<file path="config.mk">
export PLATFORM = sky130hd
export DESIGN_NAME = addressed_frame_receiver
export DESIGN_NICKNAME = d
export VERILOG_FILES = /design/src/rtl/afr_pkg.sv /design/src/rtl/addressed_frame_receiver.sv
export SDC_FILE = /design/constraint.sdc
export NUM_CORES = 1
export LEC_CHECK = 0
export ABC_AREA = 1
export BUFFER_PORTS_ARGS = -buffer_cell sky130_fd_sc_hd__buf_2
export CAP_MARGIN = 20
export CORE_MARGIN = 5
export CORE_UTILIZATION = 30
export CTS_CLUSTER_SIZE = 25
export DETAILED_ROUTE_END_ITERATION = 8
export GPL_TIMING_DRIVEN = 1
export PLACE_DENSITY = 0.47
export SYNTH_ARGS = -nofsm -noshare
export SYNTH_HDL_FRONTEND = slang
export SYNTH_SLANG_ARGS = --single-unit
</file>
<file path="constraint.sdc">
create_clock -name clock -period 2.7 [get_ports clock]
set_clock_uncertainty 0.1 [all_clocks]
set_input_delay 0.675 -clock clock [delete_from_list [all_inputs] [get_ports clock]]
set_output_delay 0.675 -clock clock [all_outputs]
set_load 0.05 [all_outputs]
</file>
<file path="src/rtl/afr_pkg.sv">
// Shared constants for the addressed frame receiver.
`default_nettype none

package afr_pkg;

   localparam int BUFFER_DEPTH = 256;
   localparam int STORE_LIMIT  = (BUFFER_DEPTH > 255) ? 255 : BUFFER_DEPTH;
   localparam logic [7:0] STORE_LIMIT_B = 8'(STORE_LIMIT);
   localparam logic [7:0] CHECK_BYTES   = 8'd2;

   // register indexes on the csr port
   localparam logic [1:0] CSR_HEADER_BYTE     = 2'd0;
   localparam logic [1:0] CSR_END_BYTE        = 2'd1;
   localparam logic [1:0] CSR_ADDRESS_LENGTH  = 2'd2;
   localparam logic [1:0] CSR_MAX_DATA_LENGTH = 2'd3;

   // input commands
   localparam logic CMD_BYTE  = 1'b0;
   localparam logic CMD_REARM = 1'b1;

   typedef struct packed {
      logic       store_enable;
      logic [7:0] store_index;
      logic [7:0] store_byte;
      logic       frame_done;
      logic [7:0] frame_length;
      logic       frame_abort;
      logic       timeout_armed;
   } rsp_type;

endpackage

`default_nettype wire

</file>
<file path="src/rtl/addressed_frame_receiver.sv">
// Addressed, length-prefixed frame receiver: one byte per item, buffer writes out.
//
//  channel | direction | handshake        | payload
//  req     | in        | req_valid/stall  | req_cmd, req_byte_in
//  rsp     | out       | rsp_valid/stall  | rsp_store_*, rsp_frame_*, rsp_timeout_armed
//  csr     | in        | csr_valid/ready  | csr_index, csr_data
//
// One item per clock while req_stall is low; the result appears in the output
// register in the cycle after acceptance. req_stall is raised only while a held
// result is stalled. Synchronous active-high reset returns to header hunt with
// default registers. The csr port is always ready.
`default_nettype none

module addressed_frame_receiver
   import afr_pkg::*;
(
   input  wire logic       clock,
   input  wire logic       reset,
   input  wire logic       req_valid,
   output      logic       req_stall,
   input  wire logic       req_cmd,
   input  wire logic [7:0] req_byte_in,
   output      logic       rsp_valid,
   input  wire logic       rsp_stall,
   output      logic       rsp_store_enable,
   output      logic [7:0] rsp_store_index,
   output      logic [7:0] rsp_store_byte,
   output      logic       rsp_frame_done,
   output      logic [7:0] rsp_frame_length,
   output      logic       rsp_frame_abort,
   output      logic       rsp_timeout_armed,
   input  wire logic       csr_valid,
   output      logic       csr_ready,
   input  wire logic [1:0] csr_index,
   input  wire logic [7:0] csr_data
);

   localparam logic [3:0] PH_HUNT  = 4'd0;
   localparam logic [3:0] PH_ADDR  = 4'd1;
   localparam logic [3:0] PH_SEQ   = 4'd2;
   localparam logic [3:0] PH_CMD   = 4'd3;
   localparam logic [3:0] PH_LEN   = 4'd4;
   localparam logic [3:0] PH_DATA  = 4'd5;
   localparam logic [3:0] PH_CHECK = 4'd6;
   localparam logic [3:0] PH_END   = 4'd7;
   localparam logic [3:0] PH_DONE  = 4'd8;

   logic [7:0] header_byte_ff, end_byte_ff, max_data_length_ff;
   logic [3:0] address_length_ff;

   logic [3:0] phase_ff, phase_in;
   logic [7:0] stored_count_ff, stored_count_in;
   logic [7:0] field_count_ff, field_count_in;
   logic [7:0] data_length_ff, data_length_in;
   logic       receiving_ff, receiving_in;

   logic       rsp_valid_ff, rsp_valid_in;
   rsp_type    rsp_ff, rsp_in;

   logic       accept;
   logic       overflow;
   logic [7:0] field_next;
   logic       stored, aborted;

   assign req_stall = rsp_valid_ff && rsp_stall;
   assign accept    = req_valid && !req_stall;
   assign csr_ready = 1'b1;

   assign overflow   = stored_count_ff >= STORE_LIMIT_B;
   assign field_next = field_count_ff + 8'd1;

   always_comb begin
      phase_in        = phase_ff;
      stored_count_in = stored_count_ff;
      field_count_in  = field_count_ff;
      data_length_in  = data_length_ff;
      receiving_in    = receiving_ff;
      stored          = 1'b0;
      aborted         = 1'b0;

      if (req_cmd == CMD_REARM) begin
         phase_in        = PH_HUNT;
         stored_count_in = 8'd0;
         field_count_in  = 8'd0;
         receiving_in    = 1'b0;
      end else begin
         unique case (phase_ff)
            PH_HUNT: begin
               if (req_byte_in == header_byte_ff) begin
                  stored          = 1'b1;
                  stored_count_in = 8'd1;
                  field_count_in  = 8'd0;
                  receiving_in    = 1'b1;
                  phase_in        = PH_ADDR;
               end
            end
            PH_ADDR, PH_SEQ, PH_CMD, PH_LEN, PH_DATA, PH_CHECK, PH_END: begin
               if ((phase_ff == PH_LEN && req_byte_in > max_data_length_ff) ||
                   (phase_ff == PH_END && req_byte_in != end_byte_ff) || overflow) begin
                  aborted         = 1'b1;
                  phase_in        = PH_HUNT;
                  stored_count_in = 8'd0;
                  field_count_in  = 8'd0;
                  receiving_in    = 1'b0;
               end else begin
                  stored          = 1'b1;
                  stored_count_in = stored_count_ff + 8'd1;
                  unique case (phase_ff)
                     PH_ADDR: begin
                        field_count_in = field_next;
                        if (field_next >= {4'd0, address_length_ff}) phase_in = PH_SEQ;
                     end
                     PH_SEQ: phase_in = PH_CMD;
                     PH_CMD: phase_in = PH_LEN;
                     PH_LEN: begin
                        data_length_in = req_byte_in;
                        field_count_in = 8'd0;
                        phase_in       = (req_byte_in == 8'd0) ? PH_CHECK : PH_DATA;
                     end
                     PH_DATA: begin
                        if (field_next >= data_length_ff) begin
                           field_count_in = 8'd0;
                           phase_in       = PH_CHECK;
                        end else begin
                           field_count_in = field_next;
                        end
                     end
                     PH_CHECK: begin
                        field_count_in = field_next;
                        if (field_next >= CHECK_BYTES) phase_in = PH_END;
                     end
                     default: begin
                        receiving_in = 1'b0;
                        phase_in     = PH_DONE;
                     end
                  endcase
               end
            end
            PH_DONE: ;
            default: begin
               phase_in     = PH_HUNT;
               receiving_in = 1'b0;
            end
         endcase
      end

      rsp_in.store_enable  = stored;
      rsp_in.store_index   = stored ? stored_count_ff & {8{phase_ff != PH_HUNT}} : 8'd0;
      rsp_in.store_byte    = stored ? req_byte_in : 8'd0;
      rsp_in.frame_done    = phase_in == PH_DONE;
      rsp_in.frame_length  = stored_count_in;
      rsp_in.frame_abort   = aborted;
      rsp_in.timeout_armed = receiving_in;
   end

   assign rsp_valid_in = accept || (rsp_valid_ff && rsp_stall);

   always_ff @(posedge clock) begin
      if (reset) begin
         phase_ff           <= PH_HUNT;
         stored_count_ff    <= 8'd0;
         field_count_ff     <= 8'd0;
         data_length_ff     <= 8'd0;
         receiving_ff       <= 1'b0;
         rsp_valid_ff       <= 1'b0;
         header_byte_ff     <= 8'd0;
         end_byte_ff        <= 8'd83;
         address_length_ff  <= 4'd4;
         max_data_length_ff <= 8'd240;
      end else begin
         rsp_valid_ff <= rsp_valid_in;
         if (accept) begin
            phase_ff        <= phase_in;
            stored_count_ff <= stored_count_in;
            field_count_ff  <= field_count_in;
            data_length_ff  <= data_length_in;
            receiving_ff    <= receiving_in;
         end
         if (csr_valid && csr_ready) begin
            unique case (csr_index)
               CSR_HEADER_BYTE:     header_byte_ff     <= csr_data;
               CSR_END_BYTE:        end_byte_ff        <= csr_data;
               CSR_ADDRESS_LENGTH:  address_length_ff  <= csr_data[3:0];
               CSR_MAX_DATA_LENGTH: max_data_length_ff <= csr_data;
            endcase
         end
      end
   end

   always_ff @(posedge clock) begin
      if (accept) begin
         rsp_ff <= rsp_in;
      end
   end

   assign rsp_valid         = rsp_valid_ff;
   assign rsp_store_enable  = rsp_ff.store_enable;
   assign rsp_store_index   = rsp_ff.store_index;
   assign rsp_store_byte    = rsp_ff.store_byte;
   assign rsp_frame_done    = rsp_ff.frame_done;
   assign rsp_frame_length  = rsp_ff.frame_length;
   assign rsp_frame_abort   = rsp_ff.frame_abort;
   assign rsp_timeout_armed = rsp_ff.timeout_armed;

endmodule

`default_nettype wire
</file>
==> flow_metrics.tcl, run 1 <==
set metrics [dict create \
    status "finished clean" \
    overflow 0 \
    grt_antenna_before_repair 0 \
    area_growth_pct 17.69 \
    antenna_cells 0 \
    nFillCells 1693 \
    register_area_um2 2002 \
    h-tree-depth 3 \
    firstDrtPassIters 4 \
    placed_cells 917 \
    worstPathArrival_ns 2.50 \
    via_count 4136 \
    layout_min_cycle_time_ns 2.365 \
    synthTopCellsByArea "dfxtp_1 24%, edfxtp_1 17%, nand2_1 12%, inv_1 7.3%, nor2_1 6.5%" \
    remaining_drc_errors 0 \
    period_share_pct 87.61 \
    rows 46 \
    cts_hold_buf 0 \
    yosys.area.top_type "dfxtp_1" \
    clock-root-buffer "clkbuf_16" \
    hpwl_mm 8.995 \
    dieArea_um2 18720 \
    ys_warn_count 0 \
    cts.sinks 86 \
    endpoint_kind "flop" \
    synth_ff_type "dfxtp_1" \
    die_h_um 136.8 \
    dieWidth_um 136.8 \
    synth_edf_count 28 \
    viasPerCell 4.433 \
    instances_no_fill 933 \
    synth_cells 653 \
    fin_util_pct 35.87 \
    hold_ws_ns 0.3667 \
    drive_gt1_share_pct 15.90 \
    yosysSeqAreaShare_pct 41.49 \
    grt_max_degree 43 \
    max-cap-violations 0 \
    worst_pin_slew_ns 0.5090 \
    setup_tns_ns 0 \
    r2r_slack_ns 0.33 \
    worstPathRequired_ns 2.83 \
    cts_setup_buffers 0 \
    reg2reg_from "field_count_ff[1]$_SDFFE_PP0P_" \
    maxSlewViolCount 0 \
    critical_path_class "reg2reg" \
    fmax_mhz 422.8 \
    endpoint "field_count_ff[6]$_SDFFE_PP0P_" \
    post_cts_resized 0 \
    worstSkewPairLatency_ns 0.35 \
    ys_ff_latch 86 \
    reg2reg_depth 14 \
    core_area_um2 15830 \
    ir_drop_v 0.0003429 \
    ys_types 41 \
    routed_wirelength_mm 11.89 \
    finalSetupViolCount 0 \
    p_total_uw 3282 \
    drt_iter0_markers 226 \
    io_pins 55 \
    layout.nets 758 \
    syn_nets 699 \
    syn_area_um2 4825 \
    cts_made_buffers 9 \
    cellPowerDensity_nw_per_um2 578.1 \
    rsz0062_at_grt "false" \
    critPathLaunchType "flop" \
    p_leak_uw 0.002722 \
    hold_class "reg2reg" \
    grt_first_pass_wirelength_mm 20.27 \
    syn_avg_cell_area_um2 7.388 \
    gp_congestion 0.7874 \
    drt-wirelength-per-cell_um 12.74 \
    antenna_left 0 \
    port_buffers 53 \
    worst_slew_margin_rel_pct 65.94 \
    hold_viol 0 \
    grt_pass1_vias 4119 \
    start_util_pct 30.48 \
    reg2reg_to "field_count_ff[6]$_SDFFE_PP0P_" \
    grt_util_all_layers_pct 13.76 \
    crit_start "field_count_ff[1]$_SDFFE_PP0P_" \
    crit_fanout 8 \
    multi_input_area_um2 2340 \
    cts_buffer_depth 2 \
    synth_top_area_share_pct 24.07 \
    path_clk_slew_ns 0.07 \
    synthArstFlopShare_pct 0 \
    cts_tree "done" \
]
==> worst max-delay path, stage by stage, from the launching register on <==
cell     delay (ns)
dfxtp_1        0.40
ha_1           0.21
nand3_1        0.16
xor2_1         0.29
inv_1          0.09
ha_1           0.28
nand2_1        0.04
inv_1          0.04
nand2_1        0.04
nand2_1        0.05
nand2_1        0.06
nand3_1        0.11
nand3_2        0.19
nand2_1        0.14
a21oi_2        0.05
==> synthesized netlist by cell type (11+ instances only) <==
cell / number
a21oi_1: 61
xnor2_1: 12
inv_1: 94
edfxtp_1: 28
o21ai_0: 38
dfxtp_1: 58
nand3_1: 13
nor2_1: 83
nand2_1: 155
ha_1: 22
clkbuf_1: 11
nor3_1: 14
==> per-layer routing <==
layer / wire [µm] / GRT usage (%) / up-vias
met4: 137 / 3.271 / 0
met3: 500 / 3.566 / 10
li1: - / - / 2184
met1: 5572 / 17.59 / 1873
met2: 5678 / 23.27 / 69
met5: 0 / 0 / -
==> kinds of logic (layout without fill, tap and decap cells) <==
group / count (synthesis) / in the layout / synth area share (%)
XOR/XNOR: 18 / 18 / 3.268
adder cells (fa/ha/maj): 22 / 22 / 5.705
other: 1 / 1 / 0.07773
AO/OA/AOI/OAI: 110 / 110 / 12.37
AND/OR/NAND/NOR: 294 / 294 / 26.82
flip-flops: 86 / 86 / 41.49
buffers and inverters: 122 / 186 / 10.27
==> report_power, final <==
part	leakage [µW]	internal (µW)	total (µW)	switching, µW
registers	0.000758	1410	1440	35.7
logic	0.00182	170	576	406
clock network	0.000145	720	1260	542
total	0.00272	2300	3280	984
==> flip-flops by register name, summed over array words and instances (netlist names), 4 cells and up <==
name and flops:
data_length_ff 8, end_byte_ff 8, field_count_ff 8, header_byte_ff 8
max_data_length_ff 8, rsp_frame_length 8, rsp_store_byte 8, rsp_store_index 8
stored_count_ff 8, address_length_ff 4, phase_ff 4
==> worst min path at each step <==
| stage | startpoint | endpoint | slack [ns] | cells past startpoint |
|---|---|---|---|---|
| after floorplan | max_data_length_ff[1]$_SDFFE_PP0P_ | max_data_length_ff[1]$_SDFFE_PP0P_ | 0.33 | 2 |
| after global placement | max_data_length_ff[3]$_SDFFE_PP0P_ | max_data_length_ff[3]$_SDFFE_PP0P_ | 0.35 | 2 |
| after detailed placement | max_data_length_ff[3]$_SDFFE_PP0P_ | max_data_length_ff[3]$_SDFFE_PP0P_ | 0.36 | 2 |
| after CTS | max_data_length_ff[3]$_SDFFE_PP0P_ | max_data_length_ff[3]$_SDFFE_PP0P_ | 0.37 | 2 |
| after global routing | max_data_length_ff[1]$_SDFFE_PP0P_ | max_data_length_ff[1]$_SDFFE_PP0P_ | 0.39 | 2 |
| final | header_byte_ff[2]$_SDFFE_PP0P_ | header_byte_ff[2]$_SDFFE_PP0P_ | 0.37 | 2 |
==> layout make-up <==
type,count,share of cell area [%]
Clock buffer,9,3.967
Clock inverter,7,1.278
Inverter,104,6.919
Multi-Input combinational cell,445,41.21
Sequential cell,86,35.26
Tap cell,216,4.760
Timing Repair Buffer,66,6.611
==> metrics by stage <==
step / cell area, µm² / worst slack (ns)
CTS: 5673 / 0.1573
global placement: 5375 / 0.05817
floorplan: 4826 / 0.2253
detailed placement: 5375 / 0.04951
finish: 5678 / 0.3345
global route: 5678 / 0.05907
==> cell usage in the layout, fill, tap and decap left out, types with 3 or more instances in the layout <==
| master | count |
|---|---|
| nor2_1 | 82 |
| clkinv_1 | 4 |
| dfxtp_1 | 58 |
| nand2_4 | 3 |
| o21ai_0 | 38 |
| clkbuf_16 | 9 |
| buf_4 | 12 |
| nand4_1 | 7 |
| edfxtp_1 | 28 |
| buf_2 | 53 |
| nor3_1 | 14 |
| ha_1 | 22 |
| nand2_1 | 155 |
| inv_1 | 94 |
| nor2_4 | 4 |
| xor2_1 | 6 |
| xnor2_1 | 12 |
| nand3_1 | 12 |
| inv_2 | 6 |
| a21oi_1 | 61 |
| nor2_2 | 7 |
Power figures use the tool's default switching activity.
==> inputs of run 2 (changes only) <==
--- a/config.mk
+++ b/config.mk
@@ -12,8 +12,9 @@
 export CORE_UTILIZATION = 30
 export CTS_CLUSTER_SIZE = 25
 export DETAILED_ROUTE_END_ITERATION = 8
-export GPL_TIMING_DRIVEN = 1
-export PLACE_DENSITY = 0.47
+export GPL_TIMING_DRIVEN = 0
+export PLACE_DENSITY = 0.48
+export SLEW_MARGIN = 10
 export SYNTH_ARGS = -nofsm -noshare
 export SYNTH_HDL_FRONTEND = slang
 export SYNTH_SLANG_ARGS = --single-unit
==> run 2 against run 1 <==
Net effect:
- utilization is 0.24 points lower
- power decreased by 3.4%
- via count grew 2.4%
- maximum frequency is 3.3% lower
- die area did not move
- combinational power is essentially flat
- first-iteration DRC count shrank 16%
- flip-flop and latch count unchanged
- non-clock buffer count grew 4
- wire length grew 3.5%
- sequential power hardly changed
==> flow_metrics.tcl, run 2 (synthesis results as in run 1) <==
set metrics [dict create \
    status "finished clean" \
    hold_class "reg2reg" \
    worst_slew_margin_rel_pct 41.65 \
    cts_tree "done" \
    period_share_pct 90.59 \
    dieArea_um2 18720 \
    port_buffers 52 \
    max-cap-violations 0 \
    instances_no_fill 937 \
    worstPathRequired_ns 2.57 \
    combPwrFrac_pct 18.2 \
    path_clk_slew_ns 0.06 \
    p_total_uw 3171 \
    r2r_slack_ns 0.30 \
    area_growth_pct 16.91 \
    p_sw_uw 949.3 \
    cts.sinks 86 \
    finalSetupViolCount 0 \
    p_sw_share_pct 29.93 \
    grt_first_pass_wirelength_mm 20.25 \
    fmax_mhz 408.8 \
    pwr-share-clk_pct 36.2 \
    endpoint_kind "flop" \
    whs_endpoint "max_data_length_ff[1]$_SDFFE_PP0P_" \
    cts_setup_buffers 0 \
    reg2reg_from "stored_count_ff[0]$_SDFFE_PP0P_" \
    final_cell_mix "155 x nand2_1, 94 x inv_1, 83 x nor2_1" \
    layout_min_cycle_time_ns 2.446 \
    antenna_left 0 \
    routed_wirelength_mm 12.31 \
    reg2reg_to "rsp_store_byte[3]$_SDFFCE_PN0P_" \
    remaining_drc_errors 0 \
    mostFrequentLayoutCell "nand2_1" \
    p_int_uw 2222 \
    hp-start "max_data_length_ff[1]$_SDFFE_PP0P_" \
    nFillCells 1715 \
    grt_max_degree 38 \
    drive_gt1_share_pct 14.56 \
    layout.nets 762 \
    clock-root-buffer "clkbuf_16" \
    placed_cells 921 \
    io_pins 55 \
    hold_viol 0 \
    rows 46 \
    reg2reg_depth 11 \
    critical_path_class "in2reg" \
    worstPathArrival_ns 2.32 \
    via_count 4235 \
    p_leak_uw 0.002681 \
    ir_drop_v 0.0002906 \
    worstSkewPairLatency_ns 0.35 \
    pwr-share-seq_pct 45.6 \
    firstDrtPassIters 5 \
    drt_iter0_markers 189 \
    die_h_um 136.8 \
    cellPowerDensity_nw_per_um2 562.3 \
    gp_congestion 0.8305 \
    fin_util_pct 35.64 \
    core_area_um2 15830 \
    grt_antenna_before_repair 0 \
    drt-wirelength-per-cell_um 13.14 \
    critPathLaunchType "input pin" \
    crit_fanout 37 \
    grt_util_all_layers_pct 13.96 \
    hold_depth 2 \
    viasPerCell 4.520 \
    crit_start "rsp_stall" \
    start_util_pct 30.48 \
    cts_buffer_depth 2 \
    dieWidth_um 136.8 \
    maxSlewViolCount 0 \
    overflow 0 \
    hpwl_mm 9.454 \
    worst_pin_slew_ns 0.8685 \
    antenna_cells 0 \
    h-tree-depth 3 \
    cts_made_buffers 9 \
    grt_pass1_vias 4133 \
]
run 2: timing repair:
action,4_1_cts,5_1_grt
gates resized for setup,0,4
setup endpoints to repair,0,18
hold buffers,0,0
run 2: layer usage:
| layer | share of wire, % | global-route usage [%] | vias to the layer above |
|---|---|---|---|
| li1 | - | - | 2199 |
| met1 | 45 | 16.89 | 1938 |
| met2 | 47 | 23.52 | 78 |
| met3 | 5.1 | 3.309 | 20 |
| met4 | 2.7 | 6.319 | 0 |
| met5 | 0 | 0 | - |
run 2: cell type report:
type | count | area, µm² | share of cell area [%]
repair buffers | 52 | 260.3 | 4.614
inverters | 104 | 392.9 | 6.965
clock inverters | 3 | 20.02 | 0.3549
multi-input cells | 445 | 2340 | 41.48
plain buffers | 18 | 103.9 | 1.841
clock buffers | 13 | 250.2 | 4.437
well taps | 216 | 270.3 | 4.791
flip-flops and latches | 86 | 2003 | 35.51
run 2: worst max path at each step:
| stage | to | slack (ns) | cells after the start |
|---|---|---|---|
| detailed placement | rsp_store_byte[3]$_SDFFCE_PN0P_ | -0.22 | 14 |
| CTS | field_count_ff[6]$_SDFFE_PP0P_ | 0.05 | 14 |
| global route | field_count_ff[4]$_SDFFE_PP0P_ | -0.008 | 14 |
| floorplan | rsp_frame_abort$_SDFFCE_PP0P_ | 0.23 | 5 |
| finish | rsp_frame_length[4]$_DFFE_PP_ | 0.25 | 6 |
| global placement | rsp_store_byte[3]$_SDFFCE_PN0P_ | -0.20 | 14 |
run 2: power by group through the flow:
| stage | clock network [µW] | registers [µW] | logic, µW |
|---|---|---|---|
| 2_1_floorplan | 0 | 1570 | 323 |
| 3_3_place_gp | 0 | 1470 | 572 |
| 3_5_place_dp | 0 | 1470 | 582 |
| 4_1_cts | 1190 | 1450 | 583 |
| 5_1_grt | 1240 | 1450 | 644 |
| 6_report | 1150 | 1450 | 578 |
run 2: through the flow:
step	area [µm²]	setup WS (ns)	TNS [ns]	hold WS (ns)
detailed placement	5356	-0.2242	-8.897	0.3598
CTS	5627	0.05213	0	0.3674
global route	5640	-0.007579	-0.008925	0.3857
finish	5640	0.2541	0	0.3660
floorplan	4826	0.2253	0	0.3332
global placement	5356	-0.1990	-7.292	0.3441
run 2: worst max-delay path, cell delays in order:
cell	delay [ns]
buf_2	0.09
nand2_1	0.07
inv_1	0.05
nor2_1	0.14
clkbuf_1	0.48
clkbuf_2	0.77
==> inputs of run 3 (changes only) <==
--- a/config.mk
+++ b/config.mk
@@ -6,6 +6,7 @@
 export NUM_CORES = 1
 export LEC_CHECK = 0
 export ABC_AREA = 1
+export ABC_CLOCK_PERIOD_IN_PS = 2700
 export BUFFER_PORTS_ARGS = -buffer_cell sky130_fd_sc_hd__buf_2
 export CAP_MARGIN = 20
 export CORE_MARGIN = 5
@@ -13,7 +14,6 @@
 export CTS_CLUSTER_SIZE = 25
 export DETAILED_ROUTE_END_ITERATION = 8
 export GPL_TIMING_DRIVEN = 0
-export PLACE_DENSITY = 0.48
 export SLEW_MARGIN = 10
 export SYNTH_ARGS = -nofsm -noshare
 export SYNTH_HDL_FRONTEND = slang
==> run 3 against run 2 <==
Net effect:
- via count decreased by 2.9%
- register-to-register slack improved by 0.04 ns
- largest power group unchanged
- setup slack improved by 0.025 ns
- sequential power about the same
- die area unchanged
- global-route usage fell by 0.89 points
==> flow_metrics.tcl, run 3 (synthesis results as in run 1) <==
set metrics [dict create \
    status "finished clean" \
    port_buffers 52 \
    cellPowerDensity_nw_per_um2 576.6 \
    slowest_stage "o21ai_4" \
    routed_wirelength_mm 11.33 \
    final_cell_mix "155 x nand2_1, 94 x inv_1, 83 x nor2_1" \
    combPwrFrac_pct 17.4 \
    worstSkewPairLatency_ns 0.35 \
    viasPerCell 4.388 \
    worstPathRequired_ns 2.71 \
    remaining_drc_errors 0 \
    critPathLaunchType "input pin" \
    antenna_cells 0 \
    grt_util_all_layers_pct 13.07 \
    area_growth_pct 17.48 \
    antenna_left 0 \
    clock-root-buffer "clkbuf_16" \
    path_clk_slew_ns 0.07 \
    max-cap-violations 0 \
    grt_pass1_vias 3802 \
    reg2reg_depth 14 \
    p_sw_share_pct 30.11 \
    ir_drop_v 0.0002791 \
    rows 46 \
    cts_made_buffers 9 \
    fmax_mhz 413.1 \
    via_count 4112 \
    cts.sinks 86 \
    period_share_pct 89.65 \
    path_cells "buf_2 > inv_1 > ha_1 > inv_1 > a21oi_1 > o21ai_1 > nand2_1 > nand2_1 > nand2_1 > nand2_4 > nor2_8 > o21ai_4 > buf_6 > nor2_1" \
    h-tree-depth 3 \
    p_sw_uw 984.1 \
    cp_common_cell "nand2_1" \
    rsz0062_at_grt "false" \
    layout.nets 762 \
    p_int_uw 2284 \
    grt_max_degree 38 \
    endpoint "rsp_store_byte[5]$_SDFFCE_PN0P_" \
    hold_class "reg2reg" \
    worstPathArrival_ns 2.43 \
    core_area_um2 15830 \
    hold_viol 0 \
    fin_util_pct 35.81 \
    hold_ws_ns 0.3609 \
    layout_min_cycle_time_ns 2.420 \
    pwr-share-clk_pct 38.4 \
    hpwl_mm 8.579 \
    instances_no_fill 937 \
    firstDrtPassIters 4 \
    drive_gt1_share_pct 14.98 \
    placed_cells 921 \
    mostFrequentLayoutCell "nand2_1" \
    die_h_um 136.8 \
    p_leak_uw 0.002705 \
    worst_pin_slew_ns 0.8667 \
    cts_buffer_depth 2 \
    worst_slew_margin_rel_pct 41.78 \
    r2r_slack_ns 0.34 \
    overflow 0 \
    dieWidth_um 136.8 \
    drt-wirelength-per-cell_um 12.09 \
    endpoint_kind "flop" \
    drt_iter0_markers 237 \
    gp_congestion 0.8397 \
    crit_fanout 10 \
    pwr-share-seq_pct 44.2 \
    grt_first_pass_wirelength_mm 19.02 \
    start_util_pct 30.48 \
    crit_start "req_byte_in[0]" \
    grt_antenna_before_repair 0 \
    crit_path_max_incr_delay_ns 0.24 \
    io_pins 55 \
    nFillCells 1682 \
    critical_path_class "in2reg" \
    reg2reg_from "field_count_ff[0]$_SDFFE_PP0P_" \
    dieArea_um2 18720 \
    reg2reg_to "field_count_ff[5]$_SDFFE_PP0P_" \
    cts_tree "done" \
    maxSlewViolCount 0 \
    finalSetupViolCount 0 \
]
[run 3: area by class of cell]
type | instances | area (µm²) | area share, %
multi-input cells | 445 | 2340 | 41.28
flip-flops and latches | 86 | 2002 | 35.32
inverters | 104 | 392.9 | 6.932
well taps | 216 | 270.3 | 4.768
clock buffers | 11 | 264.0 | 4.658
repair buffers | 52 | 260.3 | 4.592
plain buffers | 18 | 103.9 | 1.832
clock inverters | 5 | 35.03 | 0.6181
[run 3: repair_timing]
action / 4_1_cts / 5_1_grt
setup buffers: 0 / 0
endpoints found under the setup margin: 0 / 14
hold endpoints to repair: 0 / 0
hold buffers: 0 / 0
resized for setup: 0 / 3
[run 3: power by group through the flow]
stage,Combinational (µW),Sequential [µW],Clock [µW]
after detailed placement,570,1470,0
after CTS,572,1450,1290
after floorplan,323,1570,0
after global placement,566,1470,0
final,567,1450,1260
after global routing,636,1450,1350
[run 3: worst max-delay path: cells and delay by family]
family                   cells  cell delay [ns]
adder cells (fa/ha/maj)      1             0.21
AND/OR/NAND/NOR              6             0.54
buffers and inverters        4             0.53
AO/OA/AOI/OAI                3             0.46
[run 3: layer usage]
| layer | part of all wire, % | track usage, % | wire length (µm) | up-vias |
|---|---|---|---|---|
| met1 | 49 | 17.48 | 5607 | 1819 |
| met4 | 2.3 | 5.432 | 261 | 0 |
| met3 | 4.3 | 2.904 | 486 | 17 |
| met2 | 44 | 20.40 | 4977 | 75 |
| met5 | 0 | 0 | 0 | - |
| li1 | - | - | - | 2201 |
[run 3: worst min-delay path by stage]
| stage | from | endpoint | slack (ns) | cells past startpoint |
|---|---|---|---|---|
| 6_report | max_data_length_ff[1]$_SDFFE_PP0P_ | max_data_length_ff[1]$_SDFFE_PP0P_ | 0.36 | 2 |
| 5_1_grt | header_byte_ff[3]$_SDFFE_PP0P_ | header_byte_ff[3]$_SDFFE_PP0P_ | 0.40 | 2 |
| 4_1_cts | max_data_length_ff[2]$_SDFFE_PP0P_ | max_data_length_ff[2]$_SDFFE_PP0P_ | 0.36 | 2 |
| 3_5_place_dp | max_data_length_ff[2]$_SDFFE_PP0P_ | max_data_length_ff[2]$_SDFFE_PP0P_ | 0.35 | 2 |
| 3_3_place_gp | max_data_length_ff[1]$_SDFFE_PP0P_ | max_data_length_ff[1]$_SDFFE_PP0P_ | 0.35 | 2 |
| 2_1_floorplan | max_data_length_ff[1]$_SDFFE_PP0P_ | max_data_length_ff[1]$_SDFFE_PP0P_ | 0.33 | 2 |
[run 3: stage by stage]
step	setup WS (ns)	TNS [ns]	area, µm²	power, µW
2_1_floorplan	0.2253	0	4826	1893
3_3_place_gp	-0.1663	-5.906	5356	2041
3_5_place_dp	-0.1906	-7.516	5356	2044
4_1_cts	0.1325	0	5655	3303
5_1_grt	0.05849	0	5668	3438
6_report	0.2795	0	5668	3268
